## config.mk

```make
export PLATFORM = sky130hd
export DESIGN_NAME = list_header_day_crc_parser_unit
export DESIGN_NICKNAME = d
export VERILOG_FILES = /design/src/rtl/lhdcp_pkg.sv /design/src/rtl/list_header_day_crc_parser_unit.sv
export SDC_FILE = /design/constraint.sdc
export NUM_CORES = 1
export LEC_CHECK = 0
export ABC_AREA = 1
export BUFFER_PORTS_ARGS = -buffer_cell sky130_fd_sc_hd__buf_4
export CORE_ASPECT_RATIO = 1.75
export CORE_MARGIN = 5
export CORE_UTILIZATION = 60
export DETAILED_ROUTE_END_ITERATION = 10
export PLACE_DENSITY = 0.84
export SKIP_LAST_GASP = 1
export SLEW_MARGIN = 10
export SYNTH_ARGS = -nofsm -noshare
export SYNTH_HDL_FRONTEND = slang
export SYNTH_SLANG_ARGS = --single-unit
```

## constraint.sdc

```tcl
create_clock -name clk -period 5.6 [get_ports clk]
set_input_delay 1.12 -clock clk [delete_from_list [all_inputs] [get_ports clk]]
set_output_delay 1.12 -clock clk [all_outputs]
set_load 0.01 [all_outputs]
```

## src/rtl/lhdcp_pkg.sv

```systemverilog
// Package for the list header day/check parser.
// Holds the scan phase type and the character codes; no dependencies.
`timescale 1ns / 1ps

package lhdcp_pkg;

	// Scan phases of the header line.
	typedef enum logic [2:0] {
		PH_DASH   = 3'd0,
		PH_FDIGIT = 3'd1,
		PH_DAY    = 3'd2,
		PH_COLON  = 3'd3,
		PH_NDIGIT = 3'd4,
		PH_CHECK  = 3'd5,
		PH_AFTER  = 3'd6
	} phase_t;

	// Special character codes.
	localparam logic [7:0] CH_NEWLINE = 8'd10;
	localparam logic [7:0] CH_DASH    = 8'd45;
	localparam logic [7:0] CH_COLON   = 8'd58;
	localparam logic [7:0] CH_ZERO    = 8'd48;
	localparam logic [7:0] CH_NINE    = 8'd57;

	localparam int ACC_W = 16;

endpackage

```

## src/rtl/list_header_day_crc_parser_unit.sv

```systemverilog
// List header day/check parser: top level with input register, scan logic
// and result register. Depends on lhdcp_pkg.
`timescale 1ns / 1ps

// An item that ends a line (newline or end of input) is taken into the input
// register, and its result is loaded into the result register when the stage
// advances, that is when the result register is empty or being read.
// Throughput: one item per cycle; the scan phase and the multiply-by-ten
// accumulate fit in the single stage between input and result register.
// A result that waits on the output holds the input register and stalls input.
// Reset: arst_n clears the valid flags, the scan phase and both accumulators
// at once; the scan starts waiting for a dash.
module list_header_day_crc_parser_unit (
	input  logic        clk,
	input  logic        arst_n,
	input  logic        s_axis_tvalid,
	output logic        s_axis_tready,
	input  logic [7:0]  s_axis_tdata,  // [7:0] in_byte
	input  logic [0:0]  s_axis_tuser,  // [0] end_of_input
	output logic        m_axis_tvalid,
	input  logic        m_axis_tready,
	output logic [31:0] m_axis_tdata,  // [15:0] day_number, [31:16] check_value
	output logic [1:0]  m_axis_tuser   // [0] ok, [1] has_check
);

	localparam int AW = lhdcp_pkg::ACC_W;

	logic              valid_s1;
	logic [7:0]        byte_s1;
	logic              eoi_s1;

	lhdcp_pkg::phase_t phase_q, phase_d;
	logic [AW-1:0]     day_acc_q, day_acc_d;
	logic [AW-1:0]     check_acc_q, check_acc_d;

	logic              m_valid_q;
	logic [31:0]       m_data_q;
	logic [1:0]        m_user_q;

	logic              out_free;
	logic              advance;
	logic              is_digit;
	logic [AW-1:0]     digit;
	logic              emit;
	logic              res_ok;
	logic              res_check;

	// Handshake: the stage moves when the result register can take an item.
	assign out_free      = !m_valid_q || m_axis_tready;
	assign advance       = valid_s1 && out_free;
	assign s_axis_tready = !valid_s1 || advance;

	// Input register.
	always_ff @(posedge clk or negedge arst_n) begin
		if (!arst_n) begin
			valid_s1 <= 1'b0;
		end else if (s_axis_tready) begin
			valid_s1 <= s_axis_tvalid;
		end
	end

	always_ff @(posedge clk) begin
		if (s_axis_tready && s_axis_tvalid) begin
			byte_s1 <= s_axis_tdata;
			eoi_s1  <= s_axis_tuser[0];
		end
	end

	// Character class of the registered byte.
	assign is_digit = (byte_s1 >= lhdcp_pkg::CH_ZERO) && (byte_s1 <= lhdcp_pkg::CH_NINE);
	assign digit    = {{(AW-8){1'b0}}, byte_s1 - lhdcp_pkg::CH_ZERO};
	assign emit     = eoi_s1 || (byte_s1 == lhdcp_pkg::CH_NEWLINE);

	// Next scan phase.
	always_comb begin
		phase_d = phase_q;
		if (emit) begin
			phase_d = lhdcp_pkg::PH_DASH;
		end else if (is_digit) begin
			if (phase_q == lhdcp_pkg::PH_FDIGIT) begin
				phase_d = lhdcp_pkg::PH_DAY;
			end else if (phase_q == lhdcp_pkg::PH_NDIGIT) begin
				phase_d = lhdcp_pkg::PH_CHECK;
			end
		end else if (byte_s1 == lhdcp_pkg::CH_DASH) begin
			if (phase_q == lhdcp_pkg::PH_DASH) begin
				phase_d = lhdcp_pkg::PH_FDIGIT;
			end
		end else if (byte_s1 == lhdcp_pkg::CH_COLON) begin
			if (phase_q == lhdcp_pkg::PH_COLON) begin
				phase_d = lhdcp_pkg::PH_NDIGIT;
			end
		end else begin
			if (phase_q == lhdcp_pkg::PH_CHECK) begin
				phase_d = lhdcp_pkg::PH_AFTER;
			end else if (phase_q == lhdcp_pkg::PH_DAY) begin
				phase_d = lhdcp_pkg::PH_COLON;
			end
		end
	end

	// Accumulators and result flags.
	always_comb begin
		day_acc_d   = day_acc_q;
		check_acc_d = check_acc_q;
		res_ok      = 1'b0;
		res_check   = 1'b0;
		if (emit) begin
			day_acc_d   = '0;
			check_acc_d = '0;
			if (!eoi_s1) begin
				res_ok    = (phase_q >= lhdcp_pkg::PH_DAY);
				res_check = (phase_q >= lhdcp_pkg::PH_CHECK);
			end
		end else if (is_digit) begin
			unique case (phase_q)
				lhdcp_pkg::PH_FDIGIT: day_acc_d   = digit;
				lhdcp_pkg::PH_NDIGIT: check_acc_d = digit;
				lhdcp_pkg::PH_DAY:
					day_acc_d = (day_acc_q << 3) + (day_acc_q << 1) + digit;
				lhdcp_pkg::PH_CHECK:
					check_acc_d = (check_acc_q << 3) + (check_acc_q << 1) + digit;
				default: ;
			endcase
		end
	end

	// Scan state registers.
	always_ff @(posedge clk or negedge arst_n) begin
		if (!arst_n) begin
			phase_q     <= lhdcp_pkg::PH_DASH;
			day_acc_q   <= '0;
			check_acc_q <= '0;
		end else if (advance) begin
			phase_q     <= phase_d;
			day_acc_q   <= day_acc_d;
			check_acc_q <= check_acc_d;
		end
	end

	// Result register valid flag.
	always_ff @(posedge clk or negedge arst_n) begin
		if (!arst_n) begin
			m_valid_q <= 1'b0;
		end else if (advance && emit) begin
			m_valid_q <= 1'b1;
		end else if (m_axis_tready) begin
			m_valid_q <= 1'b0;
		end
	end

	// Result register payload.
	always_ff @(posedge clk) begin
		if (advance && emit) begin
			m_data_q <= {check_acc_q, day_acc_q};
			m_user_q <= {res_check, res_ok};
		end
	end

	assign m_axis_tvalid = m_valid_q;
	assign m_axis_tdata  = m_data_q;
	assign m_axis_tuser  = m_user_q;

endmodule

```

==> run_results.csv <==
group,metric,value,unit
clocking,cts_buffers,9,
clocking,path_clk_slew,60,ps
clocking,cts_max_level,3,
critical_path,timing.rr.start,"byte_s1[4]",
floorplan,dieArea,10740,um2
critical_path,slowest_delay,490,ps
final_layout,layout-drive-gt1-share,12.24,%
placed_design,gp_congestion,0.9388,
sta,clock.fmax,0.3424,GHz
floorplan,start_util,60.58,%
placed_design,post-dp-hpwl,9704,um
clocking,post-cts-setup-buffers,0,
critical_path,setup.worst_path.start_class,"register",
yosys,synth_area,5219,um2
route,firstDrtPassIters,5,
placed_design,io_buffer_count,48,
sta,rsz0062_at_grt,"no",
grt,grt_overflow_total,0,
yosys,ys_seq_area_share,42.48,%
final_layout,layout_common_cells,"nand2_1 (186), inv_1 (76), nand3_1 (52), buf_4 (49), nor2_1 (48)",
route,route.detailed.drc,0,
critical_path,cp-end-kind,"register",
clocking,tritoncts,"yes",
final_layout,mostFrequentLayoutCell,"nand2_1",
clocking,insertion_delay,340,ps
yosys,yosys_warnings,0,
floorplan,num_rows,45,
route,ant_nets,0,
grt,track_usage,25.19,%
sta,finalMaxSlewViolations,0,
hold_path,min_path_type,"register to register",
route,drt_iter0_markers,262,
yosys,synthDominantCellAreaShare,24.74,%
grt,grt_pass1_wl,20670,um
outcome,outcome,"completed",
grt,grt_antenna_before_repair,0,
critical_path,path_class,"register to register",
sta,period_share,52.15,%
yosys,synth_area_leaders,"edfxtp_1 (25%), dfrtp_1 (18%), nand2_1 (13%)",
power_and_ir_drop,ir_drop,314.0,uV
placed_design,placed_cell_area,5703,um2
floorplan,die_w,80.50,um
yosys,synth_area_per_cell,8.458,um2
floorplan,core_area,8615,um2
final_layout,fin_nets,745,
power_and_ir_drop,power.total,2552,uW
hold_path,holdPathStages,0,
clocking,cts_hold_buffers,0,
critical_path,cp.required,5870,ps
power_and_ir_drop,power.density,424.4,nW/um2
route,routed_wirelength,12450,um
yosys,synth-seq-cells,80,
critical_path,cp_num_buf_inv,1,
final_layout,num_antenna_cells,0,
grt,grt_pass1_vias,4401,
critical_path,cp_max_fo,4,
critical_path,arrival,3190,ps
critical_path,worstPathCellList,"ha_1, xor2_1, fa_1, inv_1, ha_1, a21oi_1, nor2_1, o21ai_0, nand3_1, nand2_1, nand3_1, nand2_1",
sta,worst_pin_slew,570.3,ps
final_layout,area_growth,15.20,%
critical_path,timing.rr.end,"check_acc_q[13]",
final_layout,finalInstanceArea,6012,um2
power_and_ir_drop,p_leak,0.003150,uW
route,vias,4372,
yosys,synth_top_cell_by_area,"edfxtp_1",
yosys,synthesis.nets,689,
yosys,yosysUniqueCellTypes,32,
floorplan,pin_count,49,
sta,setup_violations,0,
yosys,synth_cells,617,
hold_path,hold_end,"m_axis_tdata[15]",
route,viasPerCell,5.499,
clocking,clockBufferDepth,2,
clocking,cts_root_buf,"clkbuf_16",
sta,hold_viol_final,0,
critical_path,reg2reg_slack,2680,ps
critical_path,cpMaxStageDelayCell,"fa_1",
flow_run,drv_cap,0,
sta,slew_headroom,61.77,%
critical_path,critPathTopFamily,"adder cells",
clocking,cts_resized,0,
clocking,cts_sinks,80,
sta,fin_crit,2920,ps
hold_path,worstHoldStart,"day_acc_q[15]",
sta,finalSetupTns,0,ps
sta,clock_skew,8.847,ps
route,avgRoutedWirePerCell,15.65,um
critical_path,r2r_cells,12,
floorplan,dieHeight,133.4,um
grt,grt_max_degree,38,
==> cell families (layout without fill, tap and decap cells) <==
family,after synthesis,after routing,share of synthesized area (%)
buf+inv,84,145,6.377
xor+xnor,14,14,2.350
simple gates,318,318,26.08
compound gates,62,62,6.833
fa+ha+maj,59,59,15.87
flops,80,80,42.48
==> worst register-to-register path, cell delays in order (launching register included) <==
cell and delay, ps:
edfxtp_1 440, ha_1 270, xor2_1 370, fa_1 490
inv_1 70, ha_1 280, a21oi_1 300, nor2_1 90
o21ai_0 220, nand3_1 110, nand2_1 70, nand3_1 70
nand2_1 70
==> layer usage <==
| metal | vias up | track usage (%) | share of wire [%] |
|---|---|---|---|
| met1 | 2059 | 26.72 | 38 |
| met3 | 35 | 3.721 | 3.9 |
| li1 | 2146 | - | - |
| met2 | 132 | 47.05 | 55 |
| met5 | - | 0 | 0 |
| met4 | 0 | 12.03 | 3.6 |
==> registers in the layout, indices dropped and copies added (netlist names) <==
| register | cells |
|---|---|
| check_acc_q | 16 |
| m_axis_tvalid | 1 |
| phase_q | 3 |
| byte_s1 | 8 |
| valid_s1 | 1 |
| eoi_s1 | 1 |
| day_acc_q | 16 |
| m_axis_tdata | 32 |
| m_axis_tuser | 2 |
==> cells in the mapped netlist, drive strengths merged <==
cell / instances
xor2: 12
dfrtp: 37
edfxtp: 43
ha: 47
xnor2: 2
and2: 2
nand4: 8
clkbuf: 2
o21ai: 23
fa: 12
nor4: 1
nand2: 190
nor2: 57
o21bai: 5
nor3: 7
nand3: 52
a211oi: 5
a21oi: 24
inv: 80
o21a: 1
a31oi: 2
nand3b: 1
buf: 2
a21o: 2
==> stage by stage <==
step                std cells  util (%)  setup WS [ps]  hold WS [ps]
finish                    795     69.79           2680         452.0
global route              795     69.79           2470         472.4
CTS                       795     69.79           2709         454.1
detailed placement        779     66.20           2732         436.2
global placement          779     66.20           2786         434.2
floorplan                 617         -           2915         425.3
==> report_power, final <==
part | internal, uW | switching [uW] | leakage (uW)
combinational | 406 | 708 | 0.00209
sequential | 734 | 109 | 0.000909
clock | 371 | 224 | 0.000153
total | 1510 | 1040 | 0.00315
==> worst max-delay path by stage <==
stage	cells past startpoint	start	to
6_report	12	byte_s1[4]	check_acc_q[13]
3_5_place_dp	10	byte_s1[4]	check_acc_q[14]
2_1_floorplan	4	m_axis_tready	m_axis_tdata[0]
3_3_place_gp	11	byte_s1[4]	check_acc_q[13]
4_1_cts	12	byte_s1[4]	check_acc_q[9]
5_1_grt	12	byte_s1[4]	check_acc_q[13]
==> final cells by class <==
type	instances	area [um2]
clock buffers	12	256.5
clock inverters	4	52.55
fillers	683	2603
inverters	80	302.8
multi-input cells	453	2669
flip-flops and latches	80	2217
well taps	117	146.4
repair buffers	49	367.9
Power figures use the tool's default switching activity.
